File: src/rtl/assert_macros.svh
// Assertion macros for the histogram top level.
`ifndef ASSERT_MACROS_SVH
`define ASSERT_MACROS_SVH

// Same-cycle implication, clocked on aclk, off during reset.
`define ASSERT_IMP(label, ante, cons, msg) \
    label: assert property (@(posedge aclk) disable iff (!aresetn) (ante) |-> (cons)) \
        else $error(msg);

// Next-cycle implication, clocked on aclk, off during reset.
`define ASSERT_NXT(label, ante, cons, msg) \
    label: assert property (@(posedge aclk) disable iff (!aresetn) (ante) |=> (cons)) \
        else $error(msg);

`endif

File: src/rtl/tbah_pkg.sv
// Package: sizes, codes and types of the type-by-area histogram.
`timescale 1ns / 1ps
`default_nettype none

package tbah_pkg;

    localparam int NUM_TYPES   = 14;
    localparam int NUM_EDGES   = 6;
    localparam int NUM_BUCKETS = NUM_EDGES + 1;
    localparam int NUM_CELLS   = NUM_TYPES * NUM_BUCKETS;
    localparam int NUM_REGS    = 6;

    localparam int VALUE_W     = 32;
    localparam int TYPE_W      = 5;
    localparam int COL_W       = 3;
    localparam int MODE_W      = 2;
    localparam int S_TDATA_W   = 48;
    localparam int M_TDATA_W   = 32;
    localparam int CFG_IDX_W   = 3;

    localparam int ROW_W       = $clog2(NUM_TYPES);
    localparam int BKT_W       = $clog2(NUM_BUCKETS);
    localparam int ADDR_W      = $clog2(NUM_CELLS);

    localparam int QUEUE_DEPTH = 4;
    localparam int QPTR_W      = $clog2(QUEUE_DEPTH);
    localparam int QCNT_W      = $clog2(QUEUE_DEPTH + 1);

    // Request codes on the mode field
    localparam logic [MODE_W-1:0] MODE_RECORD     = 2'd0;
    localparam logic [MODE_W-1:0] MODE_READ_CELL  = 2'd1;
    localparam logic [MODE_W-1:0] MODE_READ_TOTAL = 2'd2;
    localparam logic [MODE_W-1:0] MODE_UNUSED     = 2'd3;

    localparam logic [VALUE_W-1:0] EDGE_RESET [NUM_REGS] = '{
        32'd1024, 32'd4800, 32'd38400, 32'd57600, 32'd120000, 32'd921600
    };

    typedef enum logic [1:0] {
        OP_RECORD,
        OP_READ_CELL,
        OP_READ_TOTAL
    } op_t;

    typedef struct packed {
        op_t               op;
        logic [ADDR_W-1:0] addr;
    } q_entry_t;

    typedef struct packed {
        logic empty;
        logic full;
    } q_status_t;

    typedef struct packed {
        logic busy;
    } bk_status_t;

    typedef enum logic {
        B_IDLE,
        B_ACCESS
    } bk_state_t;

endpackage

`default_nettype wire

File: src/rtl/tbah_queue.sv
// Short FIFO of classified requests between front and back ends.
`timescale 1ns / 1ps
`default_nettype none

module tbah_queue (
    input  wire logic                aclk,
    input  wire logic                aresetn,
    input  wire logic                push,
    input  wire tbah_pkg::q_entry_t  wr_entry,
    input  wire logic                pop,
    output tbah_pkg::q_entry_t       rd_entry,
    output tbah_pkg::q_status_t      status
);
    import tbah_pkg::*;

    q_entry_t           slot_reg [QUEUE_DEPTH];
    logic [QPTR_W-1:0]  wr_ptr_reg, wr_ptr_next;
    logic [QPTR_W-1:0]  rd_ptr_reg, rd_ptr_next;
    logic [QCNT_W-1:0]  count_reg, count_next;

    assign rd_entry     = slot_reg[rd_ptr_reg];
    assign status.empty = (count_reg == '0);
    assign status.full  = (count_reg == QCNT_W'(QUEUE_DEPTH));

    // pointer and fill count update
    always_comb begin
        wr_ptr_next = wr_ptr_reg;
        rd_ptr_next = rd_ptr_reg;
        count_next  = count_reg;
        if (push) begin
            wr_ptr_next = wr_ptr_reg + 1'b1;
        end
        if (pop) begin
            rd_ptr_next = rd_ptr_reg + 1'b1;
        end
        if (push && !pop) begin
            count_next = count_reg + 1'b1;
        end else if (pop && !push) begin
            count_next = count_reg - 1'b1;
        end
    end

    always_ff @(posedge aclk) begin
        if (!aresetn) begin
            wr_ptr_reg <= '0;
            rd_ptr_reg <= '0;
            count_reg  <= '0;
        end else begin
            wr_ptr_reg <= wr_ptr_next;
            rd_ptr_reg <= rd_ptr_next;
            count_reg  <= count_next;
        end
        if (push) begin
            slot_reg[wr_ptr_reg] <= wr_entry;
        end
    end

endmodule

`default_nettype wire

File: config.mk
export PLATFORM = sky130hd
export DESIGN_NAME = tbah_queue
export DESIGN_NICKNAME = d
export VERILOG_FILES = /design/src/rtl/assert_macros.svh /design/src/rtl/tbah_pkg.sv /design/src/rtl/tbah_queue.sv
export SDC_FILE = /design/constraint.sdc
export NUM_CORES = 1
export LEC_CHECK = 0
export ABC_AREA = 1
export BUFFER_PORTS_ARGS = -buffer_cell sky130_fd_sc_hd__buf_2
export CORE_ASPECT_RATIO = 1.25
export CORE_MARGIN = 2
export CORE_UTILIZATION = 30
export CTS_CLUSTER_SIZE = 16
export DETAILED_ROUTE_END_ITERATION = 6
export GPL_TIMING_DRIVEN = 0
export MAX_ROUTING_LAYER = met4
export SYNTH_ARGS = -nofsm -noshare
export SYNTH_HDL_FRONTEND = slang
export SYNTH_SLANG_ARGS = --single-unit
File: constraint.sdc
create_clock -name aclk -period 1.15 [get_ports aclk]
set_input_delay 0.23 -clock aclk [delete_from_list [all_inputs] [get_ports aclk]]
set_output_delay 0.23 -clock aclk [all_outputs]
set_load 0.02 [all_outputs]
==> results.md <==
- DRT iter0 DRCs: 39
- Synthesized cell area: 1880 sq um
- Crit-path slowest cell: dfxtp_2
- Inserted Diodes: 0
- Violated checks: negative setup slack
- Cell Rows: 32
- Syn avg cell area: 13.1 sq um
- Post-route DRC: 0
- Worst Slack Setup Final: -0.413 ns
- Post-synthesis sequential area ratio: 67.0%
- Crit Path Category: flop to primary output
- Largest net degree at the start of global routing: 17
- Pwr Density: 1390 nW/um^2
- Total wire length: 3.66 mm
- Worst Hold Class: input pin to flop
- Area of the multi-input gates: 644 sq um
- Hold Crit Start: wr_entry[4]
- Worst-Skew Late Latency: 0.30 ns
- Vias in the first global route: 1144
- Clock root buffer: clkbuf_8
- CP Cell Sequence: buf_6 > inv_8 > buf_12 > nor2_2 > o22ai_2 > buf_6
- Layout Utilization: 42.0%
- GRT overflow: 0
- CTS Buf Count: 5
- Setup violations, final: 18
- Via/cell ratio: 4.34
- CP peak stage delay: 0.32 ns
- Final total power: 3.59 mW
- Die width: 74.8 um
- Period Utilization, post-route: 136%
- MaxCap Viol Count: 0
- Synthesis Warnings: 0
- Most frequent cells in the layout: edfxtp_1 (36), nor2_1 (14), buf_6 (13)
- FF+latch area: 1280 sq um
- Pre-CTS setup slack: -0.240 ns
- Slew Limit Fails: 0
- Unrepaired setup endpoints after global routing: yes
- Core area: 6130 sq um
- Wire length per cell: 13.4 um
- Final hold vios: 0
- Kind of end point of the critical path: primary output
- Actual slew at the worst max-slew pin: 0.252 ns
- Io pins: 24
- CP Data Arrival Time: 1.33 ns
- Port Buffer Count: 23
- Clock sink count: 45
- CTS Hold Buffers Added: 0
- CTS tree: done
- Antenna viol nets, final: 0
- Vias post-DR: 1186
- Min Tclk post-route: 1.56 ns
- First-pass GRT wire length: 5.80 mm
- CTS clk-pin slew, worst paths: 0.09 ns
- Nets: 206
- Worst r2r src: count_reg[1]$_SDFFE_PN0P_
- Slew HR: 83.0%
- GP Congestion: 0.685
- Initial antenna violation count: 0
- Fmax: 640 MHz
- Leakage Power: 0.927 nW
- Count of state elements after synthesis: 45
- CP most frequent cell: buf_6
- Die Ht: 92.6 um
- First-pass detailed-route iteration total: 3
- Fill cells: 562
- Worst-path maximum fanout: 8
- Share of cells above drive strength 1: 56.4%
- Commonest non-fill, non-tap cell in the layout: edfxtp_1
- CTS max path bufs: 2
- CP startpoint kind: flop
- Status: finished, violations left
- Max reg flops: 36
- Maximum VDD drop: 0.000558 V
- HPWL after DPL: 2.20 mm
- Critical Path RT: 0.92 ns
- Die footprint: 6930 sq um
- Mapped Nets: 163
- Gate Count Post-Synth: 144
- Setup TNS: -3.91 ns
- Initial core utilization: 30.7%
- Skew final: 0.00816 ns
- Cell variety after synth: 19
- Area grow syn2layout: 36.7%
- GRT Total Usage: 11.8%
- Number of H-tree levels: 2
## cell type report
| class | count | area share [%] |
|---|---|---|
| flip-flops and latches | 45 | 49.9 |
| multi-input cells | 79 | 25.0 |
| repair buffers | 33 | 11.0 |
| well taps | 85 | 4.13 |
| inverters | 17 | 3.94 |
| clock buffers | 5 | 2.68 |
| plain buffers | 2 | 1.22 |
| repair inverters | 4 | 1.17 |
| clock inverters | 3 | 0.973 |
## Yosys cell counts
| library cell | number | area share, % |
|---|---|---|
| edfxtp_1 | 36 | 57 |
| o21ai_0 | 22 | 5.9 |
| inv_1 | 15 | 3.0 |
| nor2_1 | 14 | 2.8 |
| dfxtp_1 | 9 | 9.6 |
| nand2_1 | 9 | 1.8 |
| nor2_2 | 9 | 3.0 |
| o22ai_2 | 9 | 6.0 |
| ha_1 | 5 | 3.3 |
| a21oi_1 | 4 | 1.1 |
| buf_6 | 2 | 1.2 |
| nor3_1 | 2 | 0.53 |
| o21ai_2 | 2 | 0.93 |
| buf_12 | 1 | 1.1 |
| fa_1 | 1 | 1.1 |
| inv_2 | 1 | 0.20 |
| inv_8 | 1 | 0.60 |
| nand3_1 | 1 | 0.27 |
| nand4_1 | 1 | 0.33 |
## metal layers
| layer | share of wire (%) | vias up | global-route usage (%) | routed length (um) |
|---|---|---|---|---|
| li1 | - | 594 | - | - |
| met1 | 42 | 566 | 14.0 | 1520 |
| met2 | 53 | 20 | 19.2 | 1950 |
| met3 | 3.5 | 6 | 2.94 | 129 |
| met4 | 1.7 | 0 | 4.46 | 62 |
| met5 | 0 | - | - | 0 |
## through the flow
stage                     hold slack, ns  instances  area (sq um)
after floorplan                    0.329        144          1900
after global placement             0.431        252          2120
after detailed placement           0.436        252          2120
after CTS                          0.132        272          2480
after global routing               0.133        273          2570
final                              0.143        273          2570
## power by group
group          total (mW)  internal, mW  switching [mW]
Clock               0.984         0.442           0.542
Sequential           1.90          1.85          0.0597
Combinational       0.699         0.325           0.374
## timing repair
| item | in CTS | in global routing |
|---|---|---|
| gates resized for setup | 68 | 22 |
| pin swaps | 10 | 8 |
| endpoints found under the hold margin | 0 | 0 |
| cloned | 5 | 0 |
| buffers inserted | 8 | 1 |
| endpoints found under the setup margin | 48 | 41 |
## worst paths after layout
kind,endpoint,depth (start not counted),slack (ns)
hold reg to reg,flop,1,0.46
hold / removal,slot_reg[3][4]$_DFFE_PP_,1,0.14
setup reg to reg,count_reg[2]$_SDFFE_PN0P_,8,-0.07
setup / recovery,rd_entry[7],6,-0.41
## logic make-up after synthesis
| family | after synthesis | share of synthesized area, % |
|---|---|---|
| AND/OR/NAND/NOR | 36 | 8.71 |
| flip-flops | 45 | 67.0 |
| AO/OA/AOI/OAI | 37 | 13.8 |
| buffers and inverters | 20 | 6.05 |
| adder cells (fa/ha/maj) | 6 | 4.39 |
## worst max-delay path, delay by kind of cell, from the launching register on
kind                   cells  cell delay [ns]
AO/OA/AOI/OAI              1             0.18
flip-flops                 1             0.32
AND/OR/NAND/NOR            1             0.04
buffers and inverters      4             0.48
Note: power is estimated with default switching activity, not from simulation.
