`config.mk`:
```
export PLATFORM = sky130hd
export DESIGN_NAME = tbah_front
export DESIGN_NICKNAME = d
export VERILOG_FILES = /design/src/rtl/assert_macros.svh /design/src/rtl/tbah_pkg.sv /design/src/rtl/tbah_front.sv
export SDC_FILE = /design/constraint.sdc
export NUM_CORES = 1
export LEC_CHECK = 0
export ABC_AREA = 1
export BUFFER_PORTS_ARGS = -buffer_cell sky130_fd_sc_hd__buf_2
export CORE_ASPECT_RATIO = 0.7
export CORE_MARGIN = 4
export CORE_UTILIZATION = 50
export CTS_CLUSTER_SIZE = 10
export DETAILED_ROUTE_END_ITERATION = 6
export PLACE_DENSITY = 0.69
export SYNTH_ARGS = -nofsm -noshare
export SYNTH_HDL_FRONTEND = slang
export SYNTH_SLANG_ARGS = --single-unit
```
`constraint.sdc`:
```
create_clock -name aclk -period 4.1 [get_ports aclk]
set_input_delay 0.41 -clock aclk [delete_from_list [all_inputs] [get_ports aclk]]
set_output_delay 0.41 -clock aclk [all_outputs]
set_load 0.02 [all_outputs]
```
`src/rtl/assert_macros.svh`:
```
// Assertion macros for the histogram top level.
`ifndef ASSERT_MACROS_SVH
`define ASSERT_MACROS_SVH

// Same-cycle implication, clocked on aclk, off during reset.
`define ASSERT_IMP(label, ante, cons, msg) \
    label: assert property (@(posedge aclk) disable iff (!aresetn) (ante) |-> (cons)) \
        else $error(msg);

// Next-cycle implication, clocked on aclk, off during reset.
`define ASSERT_NXT(label, ante, cons, msg) \
    label: assert property (@(posedge aclk) disable iff (!aresetn) (ante) |=> (cons)) \
        else $error(msg);

`endif

```
`src/rtl/tbah_pkg.sv`:
```
// Package: sizes, codes and types of the type-by-area histogram.
`timescale 1ns / 1ps
`default_nettype none

package tbah_pkg;

    localparam int NUM_TYPES   = 14;
    localparam int NUM_EDGES   = 6;
    localparam int NUM_BUCKETS = NUM_EDGES + 1;
    localparam int NUM_CELLS   = NUM_TYPES * NUM_BUCKETS;
    localparam int NUM_REGS    = 6;

    localparam int VALUE_W     = 32;
    localparam int TYPE_W      = 5;
    localparam int COL_W       = 3;
    localparam int MODE_W      = 2;
    localparam int S_TDATA_W   = 48;
    localparam int M_TDATA_W   = 32;
    localparam int CFG_IDX_W   = 3;

    localparam int ROW_W       = $clog2(NUM_TYPES);
    localparam int BKT_W       = $clog2(NUM_BUCKETS);
    localparam int ADDR_W      = $clog2(NUM_CELLS);

    localparam int QUEUE_DEPTH = 4;
    localparam int QPTR_W      = $clog2(QUEUE_DEPTH);
    localparam int QCNT_W      = $clog2(QUEUE_DEPTH + 1);

    // Request codes on the mode field
    localparam logic [MODE_W-1:0] MODE_RECORD     = 2'd0;
    localparam logic [MODE_W-1:0] MODE_READ_CELL  = 2'd1;
    localparam logic [MODE_W-1:0] MODE_READ_TOTAL = 2'd2;
    localparam logic [MODE_W-1:0] MODE_UNUSED     = 2'd3;

    localparam logic [VALUE_W-1:0] EDGE_RESET [NUM_REGS] = '{
        32'd1024, 32'd4800, 32'd38400, 32'd57600, 32'd120000, 32'd921600
    };

    typedef enum logic [1:0] {
        OP_RECORD,
        OP_READ_CELL,
        OP_READ_TOTAL
    } op_t;

    typedef struct packed {
        op_t               op;
        logic [ADDR_W-1:0] addr;
    } q_entry_t;

    typedef struct packed {
        logic empty;
        logic full;
    } q_status_t;

    typedef struct packed {
        logic busy;
    } bk_status_t;

    typedef enum logic {
        B_IDLE,
        B_ACCESS
    } bk_state_t;

endpackage

`default_nettype wire

```
`src/rtl/tbah_front.sv`:
```
// Front end: edge registers, item intake, row and bucket classification.
`timescale 1ns / 1ps
`default_nettype none

module tbah_front (
    input  wire logic                              aclk,
    input  wire logic                              aresetn,
    // configuration write
    input  wire logic                              cfg_valid,
    output logic                                   cfg_ready,
    input  wire logic [tbah_pkg::CFG_IDX_W-1:0]    cfg_index,
    input  wire logic [tbah_pkg::VALUE_W-1:0]      cfg_data,
    // input items
    input  wire logic                              s_tvalid,
    output logic                                   s_tready,
    input  wire logic [tbah_pkg::S_TDATA_W-1:0]    s_tdata,
    // to queue
    output logic                                   q_push,
    output tbah_pkg::q_entry_t                     q_wr_entry,
    input  wire tbah_pkg::q_status_t               q_status
);
    import tbah_pkg::*;

    logic [VALUE_W-1:0] edge_reg  [NUM_REGS];
    logic [VALUE_W-1:0] edge_next [NUM_REGS];
    logic               stage_valid_reg;
    logic               stage_valid_next;
    q_entry_t           stage_reg;
    q_entry_t           stage_next;

    logic [MODE_W-1:0]  f_mode;
    logic [TYPE_W-1:0]  f_type;
    logic [VALUE_W-1:0] f_size;
    logic [COL_W-1:0]   f_col;
    logic [ROW_W-1:0]   row;
    logic [BKT_W-1:0]   bkt_rec;
    logic [BKT_W-1:0]   bkt_rd;
    logic               accept;

    // field unpacking, first field lowest
    assign f_mode = s_tdata[1:0];
    assign f_type = s_tdata[6:2];
    assign f_size = s_tdata[38:7];
    assign f_col  = s_tdata[41:39];

    assign cfg_ready = 1'b1;
    assign q_push     = stage_valid_reg && !q_status.full;
    assign q_wr_entry = stage_reg;
    assign s_tready   = !stage_valid_reg || q_push;
    assign accept     = s_tvalid && s_tready;

    // edge registers; writes beyond the list are dropped
    always_comb begin
        edge_next = edge_reg;
        if (cfg_valid && (int'(cfg_index) < NUM_REGS)) begin
            edge_next[cfg_index] = cfg_data;
        end
    end

    // row clamp to the other row, read column clamp to the over bucket
    always_comb begin
        if (int'(f_type) >= NUM_TYPES - 1) begin
            row = ROW_W'(NUM_TYPES - 1);
        end else begin
            row = ROW_W'(f_type);
        end
        if (int'(f_col) > NUM_EDGES) begin
            bkt_rd = BKT_W'(NUM_EDGES);
        end else begin
            bkt_rd = BKT_W'(f_col);
        end
    end

    // first edge not exceeded wins; none gives the over bucket
    always_comb begin
        bkt_rec = BKT_W'(NUM_EDGES);
        for (int i = NUM_EDGES - 1; i >= 0; i--) begin
            if (f_size <= edge_reg[i]) begin
                bkt_rec = BKT_W'(i);
            end
        end
    end

    // stage register: classified item waiting for queue space
    always_comb begin
        stage_next       = stage_reg;
        stage_valid_next = stage_valid_reg;
        if (q_push) begin
            stage_valid_next = 1'b0;
        end
        if (accept) begin
            stage_valid_next = (f_mode != MODE_UNUSED);
            case (f_mode)
                MODE_RECORD: begin
                    stage_next.op   = OP_RECORD;
                    stage_next.addr = ADDR_W'(row) * ADDR_W'(NUM_BUCKETS) + ADDR_W'(bkt_rec);
                end
                MODE_READ_CELL: begin
                    stage_next.op   = OP_READ_CELL;
                    stage_next.addr = ADDR_W'(row) * ADDR_W'(NUM_BUCKETS) + ADDR_W'(bkt_rd);
                end
                default: begin
                    stage_next.op   = OP_READ_TOTAL;
                    stage_next.addr = '0;
                end
            endcase
        end
    end

    always_ff @(posedge aclk) begin
        if (!aresetn) begin
            edge_reg        <= EDGE_RESET;
            stage_valid_reg <= 1'b0;
        end else begin
            edge_reg        <= edge_next;
            stage_valid_reg <= stage_valid_next;
        end
        stage_reg <= stage_next;
    end

endmodule

`default_nettype wire

```
==> flow_summary_export.csv <==
group,metric,value,unit
detailed_routing,wl,30.1,mm
synthesis,synth_common_cells,"inv_1, a21oi_1, nand2_1",
pwr,intPower,0.00343,W
critical_path,crit_arrival,3930,ps
synthesis,yosys-top-cells-area,"dfxtp_1, ha_1, a21oi_1",
die,rows,47,
synthesis,synth-main-ff-cell,"dfxtp_1",
pwr,pwr-share-comb,17.4,%
clock_tree,post_cts_resize_count,0,
pwr,pwr-share-seq,43.7,%
synthesis,ys_warn_count,0,
global_routing,grt_antenna_before_repair,0,
die,start_util,51.1,%
detailed_routing,wl_met1,15.5,mm
synthesis,synth_edf_count,9,
sta,finalSetupTns,0,ps
worst_hold_path,whs_path_depth,3,
placed_design,dpl_cell_area,12800,um2
synthesis,yosysTopAreaCell,"dfxtp_1",
pwr,swShare,27.9,%
cells_and_area,final_nets,1951,
placed_design,dpl.hpwl,22.4,mm
critical_path,crit_fanout,2,
global_routing,grt_use_total,22.2,%
global_routing,grt_pass1_wl,49.8,mm
sta,slew_headroom,32.6,%
die,die_y,138,um
detailed_routing,wl_met3,2.02,mm
detailed_routing,wl_met2,12.1,mm
detailed_routing,drtIter0Drc,696,
synthesis,yosysTopAreaCellShare,31.8,%
sta,max_freq,273,MHz
cells_and_area,diodes,0,
cells_and_area,largest_reg_flops,192,
clock_tree,htreeDepth,1,
detailed_routing,vias,10404,
synthesis,synth_cell_type_count,37,
synthesis,avgSynthCellArea,7.64,um2
cells_and_area,final_area,13500,um2
sta,finalSetupViolations,0,
sta,fin_crit_sh,89.4,%
detailed_routing,routedWlPerCell,15.2,um
cells_and_area,multiInputGateArea,6770,um2
die,die-area,26900,um2
synthesis,yosysSeqAreaShare,34.0,%
sta,fin_skew,15.4,ps
pwr,ir_drop,272,uV
synthesis,synthArstFlopShare,0,%
pwr,p_per_area,354,nW/um2
critical_path,worstPathRequired,4360,ps
detailed_routing,highest_layer,"met4",
detailed_routing,detail_route.vias_per_cell,5.27,
global_routing,grt_pass1_vias,9842,
critical_path,reg2reg_depth,25,
global_routing,grt_max_degree,127,
global_routing,overflow,0,
clock_tree,cts_root_buf,"clkbuf_16",
cells_and_area,drive_above_1_share,9.17,%
clock_tree,clock_insertion_delay_worst_skew,510,ps
synthesis,ys_ff_latch,202,
synthesis,syn_inst,1590,
detailed_routing,final_antenna_net_count,0,
detailed_routing,first_pass_iters,5,
clock_tree,numClockSinks,202,
clock_tree,clockBufferDepth,3,
die,die_w,194,um
clock_tree,cts_tree,"yes",
critical_path,start_kind,"flip-flop",
sta,hold_ws,195,ps
cells_and_area,nFillCells,2246,
die,coreArea,23800,um2
sta,fin_crit,3670,ps
clock_tree,hold_buffers,0,
worst_hold_path,hold_path.class,"input port to flip-flop",
sta,hold_viol_final,0,
critical_path,path_class,"flip-flop to flip-flop",
placed_design,port_buffers,92,
status,status,"completed",
cells_and_area,ff_latch_area,4130,um2
clock_tree,cts_buffers,24,
pwr,p_leak,5.96,nW
flow_run,maxCapViolations,0,
pwr,pwr-share-clk,38.9,%
pwr,power.switching,0.00133,W
critical_path,cp-end-kind,"flip-flop",
cells_and_area,area_growth,10.9,%
detailed_routing,drc,0,
die,ios,101,
cells_and_area,fin_util,56.7,%
sta,slew_viol_final,0,
synthesis,synth_area,12100,um2
placed_design,gp_congestion,0.930,
clock_tree,path_clk_slew,60,ps
synthesis,synth_nets,1885,
sta,tightest_slew,1010,ps
sta,rsz0062_at_grt,"false",
synthesis,synth.most_common_cell,"inv_1",
clock_tree,post_cts_buffers,0,
## worst paths after layout
kind                                                 start                     endpoint  slack, ps
worst max-delay path            edge_reg[159]$_SDFFE_PN0P_  q_wr_entry[6]$_SDFFCE_PP0P_        430
worst min-delay path                          cfg_data[14]    edge_reg[46]$_SDFFE_PN1P_        200
worst max register to register  edge_reg[159]$_SDFFE_PN0P_  q_wr_entry[6]$_SDFFCE_PP0P_        430
worst min register to register  edge_reg[165]$_SDFFE_PN0P_   edge_reg[165]$_SDFFE_PN0P_        450
## cell families after synthesis
group                      count (synthesis)  synth area share (%)
xor gates and xnor gates                   2                 0.144
buffers and inverters                    327                  10.2
DFF                                      202                  34.0
other                                      1                0.0309
and+or+nand+nor                          353                  12.6
AOI/OAI and AO/OA                        499                  21.4
adders and majority gates                206                  21.5
## routing by layer
metal	up-vias	GRT usage, %
met5	-	0
met4	0	4.11
met3	42	3.31
met2	250	32.8
met1	4681	34.5
li1	5431	-
## area by class of cell
type                       instances  share of cell area, %
multi-input combinational       1061                   50.3
sequential                       202                   30.7
inverter                         272                   7.58
clock buffer                      27                   4.70
timing repair buffer              95                   3.70
tap                              318                   2.96
clock inverter                     1                 0.0651
## critical path, stage by stage, from the launching register on
cell and delay, ps:
dfxtp_1 300, inv_1 70, ha_1 300, nand2_1 70, nor2_1 160, nand4_1 150
nor3_1 410, nand4_1 140, nand2_1 160, inv_1 50, nand2_1 60, nand2_1 90
nand2_1 90, ha_1 140, inv_1 60, fa_1 360, inv_1 80, nand2_1 50
inv_1 60, o21ai_0 120, nor2_1 120, inv_1 60, nor2_1 140, o21ai_0 110
nand2_1 60, nor2_1 40
## through the flow
stage                     instances  worst slack (ps)  total power (W)
after floorplan                1590              1070          0.00267
after global placement         1948               300          0.00291
after detailed placement       1948               208          0.00295
after CTS                      1976               455          0.00481
after global routing           1976              48.5          0.00503
final                          1976               433          0.00477
## cell usage in the layout, fill, tap and decap left out, drive strengths merged, types with 5 or more instances in the layout
master  count
edfxtp      9
ha        201
o21ai     202
inv       273
nand4      13
a21oi     256
nor2       82
o211ai     27
buf        95
nor4        7
dfxtp     193
nor3       14
fa          5
o21a        7
nand3      17
clkbuf     27
nand2     215
## power groups by stage
stage               clock, W  combinational (W)  sequential, W
floorplan                  0           0.000537        0.00213
global placement           0           0.000792        0.00212
detailed placement         0           0.000824        0.00212
CTS                  0.00189           0.000829        0.00208
global route         0.00197           0.000964        0.00209
finish               0.00186           0.000828        0.00208
(Power assumes the default switching activity.)
